<file path="config.mk">
export PLATFORM = sky130hd
export DESIGN_NAME = majority_gate_constraint_solver_core
export DESIGN_NICKNAME = d
export VERILOG_FILES = /design/src/design/mgcs_pkg.sv /design/src/design/majority_gate_constraint_solver_core.sv /design/src/design/mgcs_eval.sv
export SDC_FILE = /design/constraint.sdc
export NUM_CORES = 1
export LEC_CHECK = 0
export BUFFER_PORTS_ARGS = -buffer_cell sky130_fd_sc_hd__buf_2
export CELL_PAD_IN_SITES_DETAIL_PLACEMENT = 1
export CELL_PAD_IN_SITES_GLOBAL_PLACEMENT = 2
export CORE_MARGIN = 2
export CORE_UTILIZATION = 30
export CTS_BUF_LIST = sky130_fd_sc_hd__clkbuf_8
export CTS_CLUSTER_DIAMETER = 150
export DETAILED_ROUTE_END_ITERATION = 8
export HOLD_SLACK_MARGIN = 0.02
export PLACE_DENSITY_LB_ADDON = 0.1
export SETUP_SLACK_MARGIN = 0.05
export SLEW_MARGIN = 25
export SYNTH_ARGS = -nofsm -noshare
export SYNTH_HDL_FRONTEND = slang
export SYNTH_SLANG_ARGS = --single-unit
</file>
<file path="constraint.sdc">
create_clock -name clk -period 2.8 [get_ports clk]
set_clock_uncertainty 0.15 [all_clocks]
set_input_delay 0.28 -clock clk [delete_from_list [all_inputs] [get_ports clk]]
set_output_delay 0.28 -clock clk [all_outputs]
set_load 0.02 [all_outputs]
</file>
<file path="src/design/mgcs_pkg.sv">
// ----------------------------------------------------------------------------
// mgcs_pkg
// Cell codes, status codes, result record and ternary helpers for the
// majority gate constraint solver.
// ----------------------------------------------------------------------------
package mgcs_pkg;

	// Ternary cell codes; code three is folded into unknown
	localparam logic [1:0] CELL_ZERO = 2'd0;
	localparam logic [1:0] CELL_ONE  = 2'd1;
	localparam logic [1:0] CELL_UNK  = 2'd2;

	// Status codes
	localparam logic [1:0] ST_WAIT     = 2'd0;
	localparam logic [1:0] ST_CHANGED  = 2'd1;
	localparam logic [1:0] ST_CLOSED   = 2'd2;
	localparam logic [1:0] ST_CONFLICT = 2'd3;

	typedef logic [1:0] cell_t;

	typedef struct packed {
		logic [1:0] status;
		cell_t      out_a;
		cell_t      out_b;
		cell_t      out_m;
		cell_t      out_r;
		cell_t      out_e;
		logic [7:0] support_mask;
		logic [1:0] open_areas;
		logic       base_refine_needed;
		logic       direct_flag;
	} mgcs_result_t;

	// Fold the unused code into unknown
	function automatic cell_t norm_cell(input logic [1:0] v);
		norm_cell = (v >= CELL_UNK) ? CELL_UNK : v;
	endfunction

	// Majority of three normalized ternary cells, unknown if undetermined
	function automatic cell_t tern_maj(input cell_t a, input cell_t b, input cell_t m);
		if (a == b && a != CELL_UNK)
			tern_maj = a;
		else if (a == m && a != CELL_UNK)
			tern_maj = a;
		else if (b == m && b != CELL_UNK)
			tern_maj = b;
		else
			tern_maj = CELL_UNK;
	endfunction

endpackage

</file>
<file path="src/design/majority_gate_constraint_solver_core.sv">
// ----------------------------------------------------------------------------
// majority_gate_constraint_solver_core
// Pipeline: a transaction accepted at an edge is held in the input register,
//   evaluated combinationally and strobed on done from the result register.
// Throughput: one transaction per cycle; busy is never raised.
// Reset: arst_n clears the valid pipeline so done is low; payload is not reset.
// ----------------------------------------------------------------------------
module majority_gate_constraint_solver_core (
	input  logic       clk,
	input  logic       arst_n,
	input  logic       start,
	output logic       busy,
	input  logic [1:0] value_a,
	input  logic [1:0] value_b,
	input  logic [1:0] value_m,
	input  logic [1:0] value_r,
	input  logic [1:0] value_e,
	input  logic [7:0] allowed_mask,
	output logic       done,
	output logic [1:0] status,
	output logic [1:0] out_a,
	output logic [1:0] out_b,
	output logic [1:0] out_m,
	output logic [1:0] out_r,
	output logic [1:0] out_e,
	output logic [7:0] support_mask,
	output logic [1:0] open_areas,
	output logic       base_refine_needed,
	output logic       direct_flag
);

	logic                  valid_s1;
	logic                  valid_s2;
	logic [1:0]            value_a_s1, value_b_s1, value_m_s1, value_r_s1, value_e_s1;
	logic [7:0]            allowed_mask_s1;
	mgcs_pkg::mgcs_result_t eval_res;
	mgcs_pkg::mgcs_result_t res_s2;

	// Never stall: every cycle can take a new transaction
	assign busy = 1'b0;

	// Advance the valid pipeline
	always_ff @(posedge clk or negedge arst_n) begin
		if (!arst_n) begin
			valid_s1 <= 1'b0;
			valid_s2 <= 1'b0;
		end else begin
			valid_s1 <= start && !busy;
			valid_s2 <= valid_s1;
		end
	end

	// Capture the query on accept
	always_ff @(posedge clk) begin
		if (start && !busy) begin
			value_a_s1      <= value_a;
			value_b_s1      <= value_b;
			value_m_s1      <= value_m;
			value_r_s1      <= value_r;
			value_e_s1      <= value_e;
			allowed_mask_s1 <= allowed_mask;
		end
	end

	mgcs_eval u_eval (
		.value_a      (value_a_s1),
		.value_b      (value_b_s1),
		.value_m      (value_m_s1),
		.value_r      (value_r_s1),
		.value_e      (value_e_s1),
		.allowed_mask (allowed_mask_s1),
		.result       (eval_res)
	);

	// Hold the result for its strobe cycle
	always_ff @(posedge clk) begin
		if (valid_s1) begin
			res_s2 <= eval_res;
		end
	end

	assign done               = valid_s2;
	assign status             = res_s2.status;
	assign out_a              = res_s2.out_a;
	assign out_b              = res_s2.out_b;
	assign out_m              = res_s2.out_m;
	assign out_r              = res_s2.out_r;
	assign out_e              = res_s2.out_e;
	assign support_mask       = res_s2.support_mask;
	assign open_areas         = res_s2.open_areas;
	assign base_refine_needed = res_s2.base_refine_needed;
	assign direct_flag        = res_s2.direct_flag;

endmodule

</file>
<file path="src/design/mgcs_eval.sv">
// ----------------------------------------------------------------------------
// mgcs_eval
// One-pass evaluation of a gate query: support enumeration over the eight
// base assignments, open-area count, status decision and cell refinement.
// ----------------------------------------------------------------------------
module mgcs_eval (
	input  logic [1:0]            value_a,
	input  logic [1:0]            value_b,
	input  logic [1:0]            value_m,
	input  logic [1:0]            value_r,
	input  logic [1:0]            value_e,
	input  logic [7:0]            allowed_mask,
	output mgcs_pkg::mgcs_result_t result
);

	mgcs_pkg::cell_t ca, cb, cm, cr, ce;
	mgcs_pkg::cell_t ra, rb, rm, rr, re;
	mgcs_pkg::cell_t dm;
	logic            ua, ub, um, ur, ue;
	logic            base_undet;
	logic [1:0]      areas;
	logic [7:0]      support;
	logic [2:0]      seen0, seen1;
	logic [2:0]      idx;
	logic            maj_bit;
	logic            changed;
	logic [1:0]      status;
	logic            refine, direct;

	// Normalize cells and flag unknowns
	always_comb begin
		ca = mgcs_pkg::norm_cell(value_a);
		cb = mgcs_pkg::norm_cell(value_b);
		cm = mgcs_pkg::norm_cell(value_m);
		cr = mgcs_pkg::norm_cell(value_r);
		ce = mgcs_pkg::norm_cell(value_e);
		ua = (ca == mgcs_pkg::CELL_UNK);
		ub = (cb == mgcs_pkg::CELL_UNK);
		um = (cm == mgcs_pkg::CELL_UNK);
		ur = (cr == mgcs_pkg::CELL_UNK);
		ue = (ce == mgcs_pkg::CELL_UNK);
		base_undet = (ua & ub) | (ua & um) | (ub & um);
		areas = 2'({1'b0, base_undet} + {1'b0, ur} + {1'b0, ue});
		dm = mgcs_pkg::tern_maj(ca, cb, cm);
	end

	// Enumerate the eight base assignments and collect per-bit agreement
	always_comb begin
		support = '0;
		seen0   = '0;
		seen1   = '0;
		idx     = '0;
		maj_bit = 1'b0;
		for (int i = 0; i < 8; i++) begin
			idx     = 3'(i);
			maj_bit = (idx[2] & idx[1]) | (idx[2] & idx[0]) | (idx[1] & idx[0]);
			support[i] = allowed_mask[i]
				&& (ua || ca[0] == idx[2])
				&& (ub || cb[0] == idx[1])
				&& (um || cm[0] == idx[0])
				&& (ur || ue || ((maj_bit ^ ce[0]) == cr[0]));
		end
		for (int i = 0; i < 8; i++) begin
			idx = 3'(i);
			for (int p = 0; p < 3; p++) begin
				if (support[i]) begin
					if (idx[p])
						seen1[p] = 1'b1;
					else
						seen0[p] = 1'b1;
				end
			end
		end
	end

	// Decide status and refine cells
	always_comb begin
		ra = ca;
		rb = cb;
		rm = cm;
		rr = cr;
		re = ce;
		refine = 1'b0;
		direct = 1'b0;
		status = mgcs_pkg::ST_WAIT;
		if (support == 8'd0) begin
			status = mgcs_pkg::ST_CONFLICT;
		end else if (areas >= 2'd2) begin
			status = mgcs_pkg::ST_WAIT;
		end else if (areas == 2'd0) begin
			if (dm == mgcs_pkg::CELL_UNK) begin
				refine = 1'b1;
				status = mgcs_pkg::ST_WAIT;
			end else begin
				status = mgcs_pkg::ST_CLOSED;
				direct = (ce == mgcs_pkg::CELL_ZERO);
			end
		end else begin
			if (base_undet) begin
				// seen bit 2 is a, bit 1 is b, bit 0 is m
				if (ua && (seen0[2] != seen1[2]))
					ra = {1'b0, seen1[2]};
				if (ub && (seen0[1] != seen1[1]))
					rb = {1'b0, seen1[1]};
				if (um && (seen0[0] != seen1[0]))
					rm = {1'b0, seen1[0]};
			end else if (dm != mgcs_pkg::CELL_UNK) begin
				if (ur)
					rr = {1'b0, dm[0] ^ ce[0]};
				if (ue)
					re = {1'b0, dm[0] ^ cr[0]};
			end
			status = changed ? mgcs_pkg::ST_CHANGED : mgcs_pkg::ST_WAIT;
		end
	end

	assign changed = (ra != ca) || (rb != cb) || (rm != cm) || (rr != cr) || (re != ce);

	// Pack the result record
	always_comb begin
		result.status             = status;
		result.out_a              = ra;
		result.out_b              = rb;
		result.out_m              = rm;
		result.out_r              = rr;
		result.out_e              = re;
		result.support_mask       = support;
		result.open_areas         = areas;
		result.base_refine_needed = refine;
		result.direct_flag        = direct;
	end

endmodule

</file>
==> metrics.md <==
| Metric | Value |
|---|---|
| Net count after synthesis | 186 |
| Netlist cell types | 55 |
| Avg Cell Area, Syn | 13.2 um2 |
| Antenna violations before repair | 0 |
| Kind of start point of the critical path | register |
| Initial Util | 0.315 |
| Count of routing violations after the opening detailed-route iteration | 45 |
| Clock insertion delay at the later pin of the skew report | roughly 0.30 ns |
| Total of warnings raised by yosys | 0 |
| Crit path kind | register to register |
| Via count normalized by instance count | 4.69 |
| Final worst-path cycle share | 0.909 |
| Count of endpoints failing hold in the final timing report | 0 |
| Final worst path period need | 2.55 ns |
| Peak supply drop | roughly 0.20 mV |
| DP HPWL | 3680 um |
| Final setup vio count | 0 |
| CP endpoint kind | register |
| Util after Layout | 0.398 |
| Number of synthesized flops with an enable pin | between 40 and 50 |
| All-Layer GR Usage | 0.133 |
| Count of nets after finishing | 252 |
| Number of slew-limit violations in the final report | 0 |
| Via count of the first global-routing pass | 1,561 |
| Clock-pin slew of the registers on the worst-case setup and hold paths | ~0.09 ns |
| Worst hold path type | input port to async pin |
| Die ar. | a little under 8000 um2 |
| Number of top-level pins | 47 |
| Setup repair after global routing missed its margin | no |
| Total overflow reported by the global router | 0 |
| Critical Path Fanout Max | 6 |
| Number of buffers inserted by port buffering | 45 |
| Post-layout worst setup margin | 0.255 ns |
| Pre-Repair DR Iteration Count | 4 |
| Wire length of the first global-routing pass | 7810 um |
| Syn-to-layout area delta | 26.5% |
| Chip width | around 89 um |
| Critical path arrival | 2.56 ns |
| Detailed-route DRC error count | 0 |
| CTS root buf | sky130_fd_sc_hd__clkbuf_8 |
| Largest net degree at the start of global routing | 26 |
| Seq/Total Area, Yosys | 0.606 |
| Clock tree from TritonCTS | yes |
| Footprint of the flip-flops and latches | 1310 um2 |
| Max-cap violation count | 0 |
| Worst Setup Slack post-DPL | approximately 0.27 ns |
| Core area | 6870 um2 |
| Fillers | 753 |
| Flop and latch count out of synthesis | 44 |
| Leakage dissipation | 1.04 nW |
| Clk sink count | 44 |
| # rows | 30 |
| Result of the run | finished clean |
| Ys flop type | sky130_fd_sc_hd__edfxtp_1 |
| Routed wire per std cell | 15.2 um |
| Largest buffer count on any clock path | 2 |
| Synth Cell Area | 2160 um2 |
| Worst rel slew slack | 0.613 |
| Total negative setup slack | 0 ns |
| Worst-case reg-to-reg path depth | 7 |
| Proportion of layout cells with a drive suffix above 1 | 0.329 |
| Last weighted congestion value of the routability-driven placer | 0.774 |
| Measured slew at the worst slew-check pin | 0.581 ns |
| # Post-CTS Setup Buffers | 0 |
| Antenna cell count | 0 |
| Critical path data required time | 2.81 ns |
| Achievable frequency | roughly 0.4 GHz |
| Number of buffers created by CTS | 5 |
| CTS H-Tree Depth | 2 |
| Chip Height | 88.9 um |
| Area of the multi-input gates | about 750 um2 |
| Proportion of synthesized flip-flops having asynchronous set or reset | 0.0455 |
| Power per unit of standard cell area | 599 nW/um2 |
| Vias post-DR | ~1,500 |
| Drt total wl | 4960 um |
| Post-route ant nets | 0 |
| Synth Instances | 164 |
## through the flow
step | area (um2) | cells | hold WS, ns | total power, mW
final | 2740 | 327 | 0.127 | 1.64
after global routing | 2740 | 327 | 0.139 | 1.73
after CTS | 2740 | 327 | 0.118 | 1.67
after detailed placement | 2450 | 300 | -0.0817 | 1.23
after global placement | 2450 | 300 | -0.0851 | 1.22
after floorplan | 2160 | 164 | -0.166 | 1.13
## sequential cells by signal (all words and copies together) (netlist names), 2 cells and up
name,cells
value_m_s1,2
out_m,2
out_a,2
out_r,2
out_b,2
value_a_s1,2
open_areas,2
out_e,2
status,2
allowed_mask_s1,8
value_e_s1,2
support_mask,8
value_b_s1,2
value_r_s1,2
## layer usage
metal,track usage,vias to the layer above,part of all wire
li1,-,744,-
met1,0.162,758,0.44
met2,0.230,29,0.52
met3,0.0277,4,0.026
met4,0.0551,0,0.011
met5,0,-,0
## cells by family after synthesis
group,Yosys count,synth area share
flops,44,0.606
xor+xnor,8,0.0393
other cells,1,0.00173
buf+inv,14,0.0486
compound gates,47,0.163
fa+ha+maj,3,0.0191
simple gates,47,0.122
## cells in the mapped netlist (all sizes together), types with 2 or more instances
cell,count,area share
edfxtp,42,0.58
nor2,14,0.027
o21ai,12,0.033
nand2,9,0.016
buf,8,0.034
xor2,6,0.028
and2,5,0.015
inv,5,0.0087
o211ai,5,0.017
a21o,4,0.014
a21oi,4,0.0093
o221ai,4,0.016
nand2b,3,0.0098
nor3,3,0.014
nor4,3,0.012
o22a,3,0.013
a211oi,2,0.0093
a21boi,2,0.0087
a22o,2,0.0081
dfrtp,2,0.023
maj3,2,0.0098
nand3,2,0.0046
nor2b,2,0.0058
o21a,2,0.0069
o21bai,2,0.0069
or2,2,0.0058
xnor2,2,0.012
## critical path, cell delays in order (launching register included)
cell and delay, ns:
sky130_fd_sc_hd__edfxtp_1 0.41, sky130_fd_sc_hd__maj3_1 0.37, sky130_fd_sc_hd__inv_1 0.15, sky130_fd_sc_hd__fa_1 0.52, sky130_fd_sc_hd__nor3_4 0.30, sky130_fd_sc_hd__nand2_1 0.12
sky130_fd_sc_hd__maj3_2 0.31, sky130_fd_sc_hd__nand4_1 0.07
## power breakdown
part	switching [mW]	internal, mW
clock	0.231	0.177
combinational	0.233	0.154
sequential	0.0436	0.801
## worst paths after layout
path | startpoint | to | slack, ns
max | value_m_s1[1]$_DFFE_PP_ | status[0]$_SDFFCE_PP1P_ | 0.25
min in group clk | start | valid_s1$_DFF_PN0_ | 0.16
max in group asynchronous | arst_n | valid_s1$_DFF_PN0_ | 2.27
max reg2reg | value_m_s1[1]$_DFFE_PP_ | status[0]$_SDFFCE_PP1P_ | 0.25
min | arst_n | done$_DFF_PN0_ | 0.13
min reg2reg | allowed_mask_s1[5]$_DFFE_PP_ | support_mask[5]$_DFFE_PP_ | 0.52
## layout make-up
type / count / area share
Clock inverter: 3 / 0.00869
Timing Repair Buffer: 68 / 0.163
Sequential cell: 44 / 0.480
Inverter: 5 / 0.00686
Clock buffer: 5 / 0.0251
Tap cell: 96 / 0.0439
Multi-Input combinational cell: 106 / 0.273
## repair_timing
item                                   4_1_cts  5_1_grt
gates resized for setup                      0        0
endpoints found under the hold margin       20        0
hold buffers                                19        0
## placed cells by master (no fill, tap or decap), types with 2 or more instances in the layout
master / synthesis / routed
sky130_fd_sc_hd__dlygate4sd3_1: 0 / 19
sky130_fd_sc_hd__a21o_1: 3 / 3
sky130_fd_sc_hd__nor2b_1: 2 / 2
sky130_fd_sc_hd__a21oi_1: 4 / 4
sky130_fd_sc_hd__o21a_1: 2 / 2
sky130_fd_sc_hd__o22a_2: 2 / 2
sky130_fd_sc_hd__o21bai_1: 2 / 2
sky130_fd_sc_hd__nand3_1: 2 / 2
sky130_fd_sc_hd__xor2_1: 5 / 5
sky130_fd_sc_hd__nor2_2: 2 / 2
sky130_fd_sc_hd__buf_4: 3 / 4
sky130_fd_sc_hd__nand2_1: 9 / 9
sky130_fd_sc_hd__clkinvlp_4: 0 / 2
sky130_fd_sc_hd__inv_1: 5 / 5
sky130_fd_sc_hd__a22o_1: 2 / 2
sky130_fd_sc_hd__o21ai_2: 3 / 3
sky130_fd_sc_hd__nor2_1: 12 / 12
sky130_fd_sc_hd__edfxtp_1: 42 / 42
sky130_fd_sc_hd__and2_1: 4 / 4
sky130_fd_sc_hd__o211ai_1: 5 / 5
sky130_fd_sc_hd__or2_1: 2 / 2
sky130_fd_sc_hd__nand2b_1: 2 / 2
sky130_fd_sc_hd__o221ai_1: 4 / 4
sky130_fd_sc_hd__nor4_1: 2 / 2
sky130_fd_sc_hd__buf_2: 1 / 45
sky130_fd_sc_hd__o21ai_0: 9 / 9
sky130_fd_sc_hd__clkbuf_8: 1 / 5
Power figures use the tool's default switching activity.
